===== src/rtl/pbpd_pkg.sv =====
// ----------------------------------------------------------------------------
// pbpd_pkg
// types and constants of the psg board port decoder
// ----------------------------------------------------------------------------
package pbpd_pkg;

    typedef enum logic
    {
        OP_WRITE = 1'b0,
        OP_READ  = 1'b1
    } op_t;

    typedef enum logic [1:0]
    {
        PORT_ADDR_A = 2'd0,
        PORT_ADDR_B = 2'd1,
        PORT_DATA_A = 2'd2,
        PORT_DATA_B = 2'd3
    } port_t;

    typedef enum logic [2:0]
    {
        ACT_NONE   = 3'd0,
        ACT_WR1    = 3'd1,
        ACT_WR2    = 3'd2,
        ACT_WR3    = 3'd3,
        ACT_RHYTHM = 3'd4,
        ACT_RDATA  = 3'd5,
        ACT_RD1    = 3'd6,
        ACT_RD2    = 3'd7
    } action_t;

    localparam logic [7:0] ADDR_LIMIT    = 8'h0e;
    localparam logic [7:0] ADDR_IO       = 8'h0f;
    localparam logic [7:0] IO_EDGE_MASK  = 8'hc2;
    localparam logic [7:0] IO_LATCH_CODE = 8'h42;
    localparam logic [7:0] IO_WRITE_CODE = 8'h40;
    localparam logic [7:0] RHYTHM_MASK   = 8'h0f;
    localparam logic [7:0] OPEN_BUS      = 8'hff;

    typedef struct packed
    {
        op_t        op;
        port_t      port_sel;
        logic [7:0] wdata;
    } req_t;

    typedef struct packed
    {
        action_t    action;
        logic [3:0] chip_reg;
        logic [7:0] chip_data;
    } res_t;

    typedef struct packed
    {
        logic [7:0] addr_latch_a;
        logic [7:0] addr_latch_b;
        logic [7:0] io_reg_a;
        logic [7:0] io_reg_b;
        logic [7:0] third_chip_addr;
    } state_t;

endpackage


===== src/rtl/psg_board_port_decoder_core.sv =====
// ----------------------------------------------------------------------------
// psg_board_port_decoder_core
// bus-side port decoder of a three-chip tone board, stream in, stream out
// ----------------------------------------------------------------------------
//
//  channel   dir   tdata                         tuser
//  s_axis    in    wdata                         op, port_sel
//  m_axis    out   chip_reg, chip_data           action
//
//  every request yields exactly one result; an accepted request waits in the
//  request register and is offered once it loads into the result register
//  one request per cycle is taken while s_axis_tready is high; the decode
//  is a single pass between the request register and the result register,
//  and the board state updates in the same cycle as the result register loads
//  a stalled result holds the request register; s_axis_tready drops only
//  while both registers are full and m_axis_tready is low
//  rst_n clears the valid flags, both address latches, both io bytes and
//  the chip-3 address
//
module psg_board_port_decoder_core
    import pbpd_pkg::*;
(
    input  logic        clk,
    input  logic        rst_n,
    input  logic        s_axis_tvalid,
    output logic        s_axis_tready,
    input  logic [7:0]  s_axis_tdata,   // wdata[7:0]
    input  logic [2:0]  s_axis_tuser,   // op[0], port_sel[2:1]
    output logic        m_axis_tvalid,
    input  logic        m_axis_tready,
    output logic [15:0] m_axis_tdata,   // chip_reg[3:0], chip_data[11:4], zero[15:12]
    output logic [2:0]  m_axis_tuser    // action[2:0]
);

    // request stage
    logic   in_valid_reg;
    logic   in_valid_next;
    req_t   in_req_reg;

    // result stage
    logic   out_valid_reg;
    logic   out_valid_next;
    res_t   out_res_reg;

    // board state: address latches, io bytes, chip-3 address
    state_t state_reg;
    state_t state_next;
    res_t   dec_res;

    logic   s_accept;
    logic   advance;

    // request moves to the result register when that register is free or drains
    assign advance       = in_valid_reg & (~out_valid_reg | m_axis_tready);
    assign s_axis_tready = ~in_valid_reg | advance;
    assign s_accept      = s_axis_tvalid & s_axis_tready;

    always_comb
    begin
        in_valid_next = in_valid_reg;
        if (s_accept)
        begin
            in_valid_next = 1'b1;
        end
        else if (advance)
        begin
            in_valid_next = 1'b0;
        end
    end

    always_comb
    begin
        out_valid_next = out_valid_reg;
        if (advance)
        begin
            out_valid_next = 1'b1;
        end
        else if (m_axis_tready)
        begin
            out_valid_next = 1'b0;
        end
    end

    pbpd_decode u_decode
    (
        .req        (in_req_reg),
        .state      (state_reg),
        .res        (dec_res),
        .state_next (state_next)
    );

    // control and board state
    always_ff @(posedge clk or negedge rst_n)
    begin
        if (!rst_n)
        begin
            in_valid_reg  <= 1'b0;
            out_valid_reg <= 1'b0;
            state_reg     <= '0;
        end
        else
        begin
            in_valid_reg  <= in_valid_next;
            out_valid_reg <= out_valid_next;
            if (advance)
            begin
                state_reg <= state_next;
            end
        end
    end

    // payload registers, no reset
    always_ff @(posedge clk)
    begin
        if (s_accept)
        begin
            in_req_reg.op       <= op_t'(s_axis_tuser[0]);
            in_req_reg.port_sel <= port_t'(s_axis_tuser[2:1]);
            in_req_reg.wdata    <= s_axis_tdata;
        end
        if (advance)
        begin
            out_res_reg <= dec_res;
        end
    end

    assign m_axis_tvalid = out_valid_reg;
    assign m_axis_tuser  = out_res_reg.action;
    assign m_axis_tdata  = {4'd0, out_res_reg.chip_data, out_res_reg.chip_reg};

endmodule


===== src/rtl/pbpd_decode.sv =====
// ----------------------------------------------------------------------------
// pbpd_decode
// combinational decode of one bus request against the board state
// ----------------------------------------------------------------------------
module pbpd_decode
    import pbpd_pkg::*;
(
    input  req_t   req,
    input  state_t state,
    output res_t   res,
    output state_t state_next
);

    logic [7:0] addr;
    logic       is_a;
    logic       io_fall;
    logic [7:0] io_masked;
    logic [7:0] rhythm;

    assign is_a      = (req.port_sel == PORT_DATA_A);
    assign addr      = is_a ? state.addr_latch_a : state.addr_latch_b;
    assign io_fall   = state.io_reg_b[0] & ~req.wdata[0];
    assign io_masked = state.io_reg_b & IO_EDGE_MASK;
    assign rhythm    = state.io_reg_a & RHYTHM_MASK;

    always_comb
    begin
        res        = '{action: ACT_NONE, chip_reg: 4'd0, chip_data: 8'd0};
        state_next = state;
        if (req.op == OP_READ)
        begin
            if (req.port_sel == PORT_ADDR_A || req.port_sel == PORT_ADDR_B)
            begin
                res.action    = ACT_RDATA;
                res.chip_data = OPEN_BUS;
            end
            else if (addr < ADDR_LIMIT)
            begin
                res.action   = is_a ? ACT_RD1 : ACT_RD2;
                res.chip_reg = addr[3:0];
            end
            else if (addr == ADDR_IO)
            begin
                res.action    = ACT_RDATA;
                res.chip_data = is_a ? state.io_reg_a : state.io_reg_b;
            end
            else
            begin
                res.action    = ACT_RDATA;
                res.chip_data = OPEN_BUS;
            end
        end
        else
        begin
            case (req.port_sel)
                PORT_ADDR_A: state_next.addr_latch_a = req.wdata;
                PORT_ADDR_B: state_next.addr_latch_b = req.wdata;
                PORT_DATA_A:
                begin
                    if (addr < ADDR_LIMIT)
                    begin
                        res.action    = ACT_WR1;
                        res.chip_reg  = addr[3:0];
                        res.chip_data = req.wdata;
                    end
                    else if (addr == ADDR_IO)
                    begin
                        state_next.io_reg_a = req.wdata;
                    end
                end
                PORT_DATA_B:
                begin
                    if (addr < ADDR_LIMIT)
                    begin
                        res.action    = ACT_WR2;
                        res.chip_reg  = addr[3:0];
                        res.chip_data = req.wdata;
                    end
                    else if (addr == ADDR_IO)
                    begin
                        state_next.io_reg_b = req.wdata;
                        // falling edge on io bit 0 drives the chip-3 path
                        if (io_fall && io_masked == IO_LATCH_CODE)
                        begin
                            state_next.third_chip_addr = state.io_reg_a;
                        end
                        else if (io_fall && io_masked == IO_WRITE_CODE)
                        begin
                            if (state.third_chip_addr < ADDR_LIMIT)
                            begin
                                res.action    = ACT_WR3;
                                res.chip_reg  = state.third_chip_addr[3:0];
                                res.chip_data = state.io_reg_a;
                            end
                            else if (state.third_chip_addr == ADDR_IO && rhythm != 8'd0)
                            begin
                                res.action    = ACT_RHYTHM;
                                res.chip_data = rhythm;
                            end
                        end
                    end
                end
                default: state_next = state;
            endcase
        end
    end

endmodule


===== config.mk =====
export PLATFORM = sky130hd
export DESIGN_NAME = psg_board_port_decoder_core
export DESIGN_NICKNAME = d
export VERILOG_FILES = /design/src/rtl/pbpd_pkg.sv /design/src/rtl/psg_board_port_decoder_core.sv /design/src/rtl/pbpd_decode.sv
export SDC_FILE = /design/constraint.sdc
export NUM_CORES = 1
export LEC_CHECK = 0
export BUFFER_PORTS_ARGS = -buffer_cell sky130_fd_sc_hd__buf_2
export CAP_MARGIN = 20
export CORE_ASPECT_RATIO = 1.1
export CORE_MARGIN = 8
export CORE_UTILIZATION = 43
export DETAILED_ROUTE_END_ITERATION = 10
export PLACE_DENSITY = 0.69
export SLEW_MARGIN = 30
export SYNTH_ARGS = -nofsm -noshare
export SYNTH_HDL_FRONTEND = slang
export SYNTH_SLANG_ARGS = --single-unit

===== constraint.sdc =====
create_clock -name clk -period 7 [get_ports clk]
set_clock_uncertainty 0.15 [all_clocks]
set_input_delay 0.7 -clock clk [delete_from_list [all_inputs] [get_ports clk]]
set_output_delay 0.7 -clock clk [all_outputs]
set_load 0.01 [all_outputs]

== Word level (Yosys, flattened, before mapping) ==
Index checks and enable logic that the tools add are counted.

* Logic and storage cells: 71
* Register bits: 68
* Output and inout bits: 21
* Input port bits: 15

* Magnitude comparators: 2
* Bitwise logic cells: 10
* Eq/ne operators: 7
* Reduce and logical (&&, ||, !) cells: 13
* Multiplexer cells: 26

{| class="wikitable"
|+ Operators by type and width
! operator !! number
|-
| $mux 15 || 5
|-
| $mux 8 || 6
|-
| $pmux 15 s2 || 1
|-
| $eq 8x4->1 const B || 2
|-
| $lt 8x4->1 const B || 2
|-
| $mux 4 || 4
|-
| $mux 13 || 1
|-
| $mux 3 || 4
|-
| $reduce_and 5->1 || 2
|-
| $reduce_bool 8->1 || 1
|-
| $eq 3x2->1 const B || 2
|-
| $reduce_and 3->1 || 2
|-
| $reduce_and 6->1 || 1
|-
| $mux 1 || 5
|-
| $not 1->1 || 5
|-
| $eq 2x2->1 const B || 2
|-
| $reduce_bool 2->1 || 2
|-
| $and 1x1->1 || 3
|-
| $logic_and 1x1->1 || 3
|-
| $eq 2x1->1 const B || 1
|-
| $logic_not 2->1 || 1
|-
| $or 1x1->1 || 2
|-
| $logic_or 1x1->1 || 1
|}

== Longest topological paths before layout ==
Gate-level depths: netlist of run 1.

* Depth in word-level cells: 10
* Mapped depth: 9
* Depth with buffers taken out: 5

== Hierarchy ==
From an unflattened synthesis of run 1, not the netlist that was laid out.

* Cell total of the unflattened synthesis: 260
* Area total of the unflattened synthesis: 3,776.1 µm²

{| class="wikitable"
|+ Modules (own cells, without submodules)
! module !! area an instance (µm²) !! seq. area each (µm²) !! cells an instance !! times used
|-
| psg_board_port_decoder_core || 2,562.5 || 1,831.8 || 124 || 1
|-
| pbpd_decode || 1,213.7 || 0.0 || 136 || 1
|}

== Worst setup path before layout of run 1 ==
Ideal clock, no wire load.

* Path type: register -> register
* Start point: reg in_req_reg[8] in the netlist's numbering
* End point: reg state_reg[0] in the netlist's numbering
* Path buffers: 4
* Period minus slack after synthesis: 2.841 ns
* Required time: 6.725 ns
* Setup time: 0.125 ns
* Data arrival time: 2.566 ns
* Slack: 4.159 ns
* Stages on the path, launching flop included: 10
* Cells stage by stage: edfxtp_1 > buf_4 > nand2b_1 > buf_6 > mux2i_2 > or4b_1 > buf_2 > or4_4 > buf_6 > mux2_4

* Longest elaborated chain between the ends: 5
* Elaborated cells on any way between the ends: 7
* Classes of those cells: order compare (1); eq/ne (3); mux (1); bitwise (1); reduce/logical (1)

{| class="wikitable"
|+ Ends and longest elaborated chain
! what !! RTL line !! text
|-
| start, declared || psg_board_port_decoder_core.sv:38 || <nowiki>req_t in_req_reg;</nowiki>
|-
| $eq 2x2->1 || pbpd_decode.sv:20 || <nowiki>assign is_a = (req.port_sel == PORT_DATA_A);</nowiki>
|-
| $mux 8 || pbpd_decode.sv:21 || <nowiki>assign addr = is_a ? state.addr_latch_a : state.addr_latch_b;</nowiki>
|-
| $lt 8x4->1 || pbpd_decode.sv:73 || <nowiki>if (addr < ADDR_LIMIT)</nowiki>
|-
| $not 1->1 (no source line) || n/a ||
|-
| $reduce_and 6->1 (no source line) * || n/a ||
|-
| end signal, assigned || psg_board_port_decoder_core.sv:107 || <nowiki>state_reg <= state_next;</nowiki>
|-
| end, declared || psg_board_port_decoder_core.sv:46 || <nowiki>state_t state_reg;</nowiki>
|}

Mark *: on every way between the ends. The rest lies on a longest branch, timed or not.
A chain may end at the register's enable or synchronous reset.

== Final worst setup path of run 1 ==
* Start point: reg in_req_reg[8] in the netlist's numbering
* End point: reg state_reg[6] in the netlist's numbering

Same word-level chain as after synthesis.

==> flow_summary.json, run 1 <==
{
  "diodes": 0,
  "tightest_slew_ns": 0.949,
  "cp.required_ns": 7.08,
  "post-route-drc-count": 0,
  "cts_resized": 0,
  "synth_top_cell_by_area": "dfrtp_1",
  "stdcell_area_mm2": 0.00346,
  "place_ws_ns": 3.64,
  "dr.pass1.iters": 4,
  "power_switching_mw": 0.233,
  "rsz0062_at_grt": "false",
  "wl_per_cell_um": 18.2,
  "ys_warn_count": 0,
  "htreeDepth": 3,
  "p_int_mw": 0.631,
  "ir_drop_uv": 117,
  "synth.area.top_cells": "dfrtp_1, edfxtp_1, mux2_2, mux2_4, o22ai_1",
  "grt_max_degree": 43,
  "synth_area_mm2": 0.00310,
  "end_kind": "flip-flop",
  "multi_input_area_mm2": 0.00117,
  "viasPerCell": 5.57,
  "gp_congestion": 0.837,
  "cts_setup_buffers": 0,
  "powerDensity_mw_per_mm2": 250,
  "ctsHoldBuffers": 0,
  "synth_edf_count": 26,
  "rows": 32,
  "slew_violations": 0,
  "timing.max_cap.violations": 0,
  "leakagePower_nw": 1.50,
  "nets": 279,
  "arrival_ns": 3.49,
  "vias": 1973,
  "cts_root_buf": "clkbuf_8",
  "regArea_mm2": 0.00183,
  "largest_reg_flops": 40,
  "fp.coreArea_mm2": 0.00701,
  "seq_power_share_pct": 56.8,
  "hold_path_class": "input pin to async pin",
  "first_global_vias": 1982,
  "grt_usage_pct": 13.1,
  "grt_pass1_wl_um": 10600,
  "clk_pin_slew_worst_paths_ns": 0.07,
  "hold_viol": 0,
  "antenna_found_initial": 0,
  "cts.sinks": 68,
  "async_reset_ff_share_pct": 61.8,
  "fmaxAchievable_ghz": 0.293,
  "io_pins": 36,
  "fin_ws_ns": 3.58,
  "clk_latency_ns": 0.34,
  "start_kind": "flip-flop",
  "p_comb_share_pct": 11.8,
  "finalCritPeriodShare_pct": 48.8,
  "tritoncts": "done",
  "drive_above_1_share_pct": 32.7,
  "synth_top_area_share_pct": 33.9,
  "numPortBuffers": 31,
  "cts_buffers": 9,
  "die_x_um": 96.9,
  "status": "complete, no violations",
  "drt-initial-drc-count": 134,
  "fin_setup_tns_ns": 0,
  "start_util_pct": 44.2,
  "grt_remaining_overflow": 0,
  "placement.cell_area_mm2": 0.00329,
  "die_h_um": 105,
  "clockBufferDepth": 2,
  "crit_type": "flip-flop to flip-flop",
  "max_slew_margin_pct": 36.6,
  "swShare_pct": 26.9,
  "layout_commonest_cell": "dfrtp_1",
  "finalSetupViolCount": 0,
  "min_period_ns": 3.42,
  "ys_ff_latch": 68,
  "synthCells": 232,
  "nFillCells": 610,
  "die_area_mm2": 0.0102,
  "clkPwrFrac_pct": 31.4,
  "syn_avg_cell_area_um2": 13.3,
  "yosysUniqueCellTypes": 44,
  "place.detailed.hpwl_um": 4620,
  "wl_um": 6430,
  "crit_fanout": 17,
  "yosysSeqAreaShare_pct": 59.2,
  "final_cell_mix": "dfrtp_1, buf_2, mux2_2",
  "synthFlopType": "dfrtp_1",
  "ant_nets": 0,
  "syn2layout_area_growth_pct": 11.7
}
## cell usage after synthesis, drive strengths merged (4+ instances only)
master / count
dfrtp: 42
nand2b: 9
buf: 8
o211ai: 6
edfxtp: 26
inv: 5
and3: 4
nand2: 11
o21ai: 8
nor2: 8
mux2i: 5
o22ai: 11
clkbuf: 6
a211oi: 4
a32oi: 5
mux2: 37
## power groups by stage
stage                     Sequential (mW)  Clock [mW]  Combinational [mW]
after floorplan                     0.491           0              0.0693
after global placement              0.497           0               0.101
after detailed placement            0.498           0               0.103
after CTS                           0.491       0.283               0.104
after global routing                0.496       0.297               0.115
final                               0.491       0.271               0.102
## cell families after synthesis
logic type,after synthesis,synth area share [%]
other,1,0.121
flip-flops,68,59.2
buffers and inverters,19,3.43
AND/OR/NAND/NOR,58,11.4
multiplexers,42,16.2
AO/OA/AOI/OAI,44,9.78
## layout make-up
| cell class | count | share of cell area [%] |
|---|---|---|
| Sequential cell | 68 | 52.9 |
| Inverter | 5 | 0.542 |
| Timing Repair Buffer | 32 | 4.77 |
| Multi-Input combinational cell | 148 | 33.8 |
| Clock inverter | 7 | 1.27 |
| Tap cell | 85 | 3.07 |
| Clock buffer | 9 | 3.58 |
## metal layers
layer | track usage (%) | wire length (um)
met5 | 0 | 0
met4 | 7.04 | 138
met1 | 16.8 | 2920
met2 | 19.0 | 2970
met3 | 4.61 | 405
## worst paths after layout
kind	startpoint	end	slack, ns	cells past startpoint
max in group asynchronous	rst_n	state_reg[2]	6.15	1
max reg2reg	in_req_reg[8]	state_reg[6]	3.58	5
min	rst_n	in_valid_reg	0.19	1
max	in_req_reg[8]	state_reg[6]	3.58	5
min in group clk	state_reg[32]	state_reg[32]	0.35	2
min reg2reg	state_reg[32]	state_reg[32]	0.35	2
## worst max-delay path, cell delays in order, from the launching register on
cell and delay [ns]:
edfxtp_1 0.70, nand2b_1 0.46, a31oi_1 0.26, or4b_1 0.70
or4_4 0.68, mux2_4 0.34
## through the flow
stage | cells | total power, mW | util (%) | hold slack [ns]
4_1_cts | 354 | 0.878 | 49.3 | 0.346
3_5_place_dp | 338 | 0.602 | 46.9 | 0.328
6_report | 354 | 0.864 | 49.4 | 0.186
5_1_grt | 354 | 0.908 | 49.4 | 0.222
3_3_place_gp | 338 | 0.597 | 46.9 | 0.312
2_1_floorplan | 235 | 0.561 | - | 0.254
Note: power is estimated with default switching activity, not from simulation.
==> run 2: changes to the inputs <==
Clock period 7 ns to 3.3 ns, I/O delays scaled along.
==> flow_summary.json, run 2 (synthesized netlist as in run 1, its figures left out) <==
{
  "status": "complete, no violations",
  "grt_remaining_overflow": 0,
  "syn2layout_area_growth_pct": 17.6,
  "cts_resized": 0,
  "reg2regPathDepth": 5,
  "hold_viol": 0,
  "drt-initial-drc-count": 122,
  "viasPerCell": 5.49,
  "crit_fanout": 10,
  "final_cell_mix": "dfrtp_1, buf_2, mux2_2",
  "placement.cell_area_mm2": 0.00330,
  "nFillCells": 616,
  "arrival_ns": 3.22,
  "crit_chain": "nand2b_1, a31oi_1, or4b_1, or4_4, mux2_4",
  "die_h_um": 105,
  "fmaxAchievable_ghz": 0.317,
  "fp.coreArea_mm2": 0.00701,
  "clk_latency_ns": 0.34,
  "start_util_pct": 44.2,
  "cts.sinks": 68,
  "rsz0062_at_grt": "false",
  "fin_ws_ns": 0.149,
  "gp_congestion": 0.880,
  "ctsHoldBuffers": 12,
  "io_pins": 36,
  "cts_buffers": 9,
  "tightest_slew_ns": 0.738,
  "crit_slowest_cell": "or4b_1",
  "largest_reg_flops": 40,
  "finalCritPeriodShare_pct": 95.5,
  "antenna_found_initial": 0,
  "crit_type": "flip-flop to flip-flop",
  "slowest_delay_ns": 0.69,
  "leakagePower_nw": 1.58,
  "die_x_um": 96.9,
  "rows": 32,
  "nets": 293,
  "first_global_vias": 2037,
  "min_period_ns": 3.15,
  "wl_per_cell_um": 17.6,
  "diodes": 0,
  "clk_pin_slew_worst_paths_ns": 0.07,
  "whs_path_depth": 2,
  "timing.max_cap.violations": 0,
  "start_kind": "flip-flop",
  "die_area_mm2": 0.0102,
  "wl_um": 6480,
  "place.detailed.hpwl_um": 4620,
  "dr.pass1.iters": 4,
  "cts_setup_buffers": 0,
  "layout_commonest_cell": "dfrtp_1",
  "htreeDepth": 3,
  "fin_setup_tns_ns": 0,
  "end_kind": "flip-flop",
  "cp.required_ns": 3.37,
  "slew_violations": 0,
  "numPortBuffers": 31,
  "clockBufferDepth": 2,
  "ant_nets": 0,
  "powerDensity_mw_per_mm2": 551,
  "place_ws_ns": 0.181,
  "stdcell_area_mm2": 0.00364,
  "grt_usage_pct": 13.3,
  "grt_pass1_wl_um": 10700,
  "grt_max_degree": 43,
  "ir_drop_uv": 315,
  "max_slew_margin_pct": 50.8,
  "drive_above_1_share_pct": 31.4,
  "post-route-drc-count": 0,
  "hold_path_class": "input pin to flip-flop",
  "finalSetupViolCount": 0,
  "cts_root_buf": "clkbuf_8",
  "vias": 2022,
  "tritoncts": "done"
}
[run 2: cell types whose count changed in the layout (fill, tap and decap cells not counted), sizes merged]
cell         change
dlygate4sd3     +12
buf              +2
bufinv           +2
clkinv           -2
clkinvlp         -2
clkbuf           +1
inv              +1
[run 2: power breakdown]
group	switching (mW)	internal [mW]
Sequential	0.0607	0.975
Combinational	0.128	0.107
Clock	0.310	0.427
Total	0.499	1.51
[run 2: per-stage QoR]
stage / util (%) / hold WS, ns / power, mW / instances
floorplan: - / -0.116 / 1.19 / 235
global placement: 47.2 / 0.320 / 1.27 / 340
detailed placement: 47.2 / 0.326 / 1.28 / 340
CTS: 51.9 / 0.00921 / 2.03 / 368
global route: 52.0 / 0.0295 / 2.11 / 368
finish: 52.0 / 0.0318 / 2.01 / 368
[run 2: area by class of cell]
type,count,area [um2],share of cell area [%]
timing repair buffer,46,300,8.24
inverter,5,18.8,0.515
multi-input combinational,148,1170,32.1
tap,85,106,2.92
clock buffer,10,128,3.50
sequential,68,1830,50.3
clock inverter,6,87.6,2.40
[run 2: worst max-delay path, delay by kind of cell (launching register included)]
| kind | cells | cell delay [ns] |
|---|---|---|
| muxes | 1 | 0.33 |
| DFF | 1 | 0.50 |
| and+or+nand+nor | 3 | 1.77 |
| AOI/OAI and AO/OA | 1 | 0.29 |
[run 2: per-layer routing]
metal  vias up  wire [um]  global-route usage [%]
met4         0        174                    7.15
met2        63       2850                    19.5
met5         -          0                       0
met3        12        345                    4.81
li1        972          -                       -
met1       975       3110                    16.8
[run 2: final timing paths]
check,startpoint,end,slack [ns]
min in group asynchronous,rst_n,in_valid_reg,0.37
worst min-delay path,s_axis_tvalid,in_valid_reg,0.03
worst min register to register,state_reg[13],state_reg[13],0.37
worst max register to register,in_req_reg[9],state_reg[3],0.15
worst max-delay path,in_req_reg[9],state_reg[3],0.15
max in group asynchronous,rst_n,state_reg[34],2.25
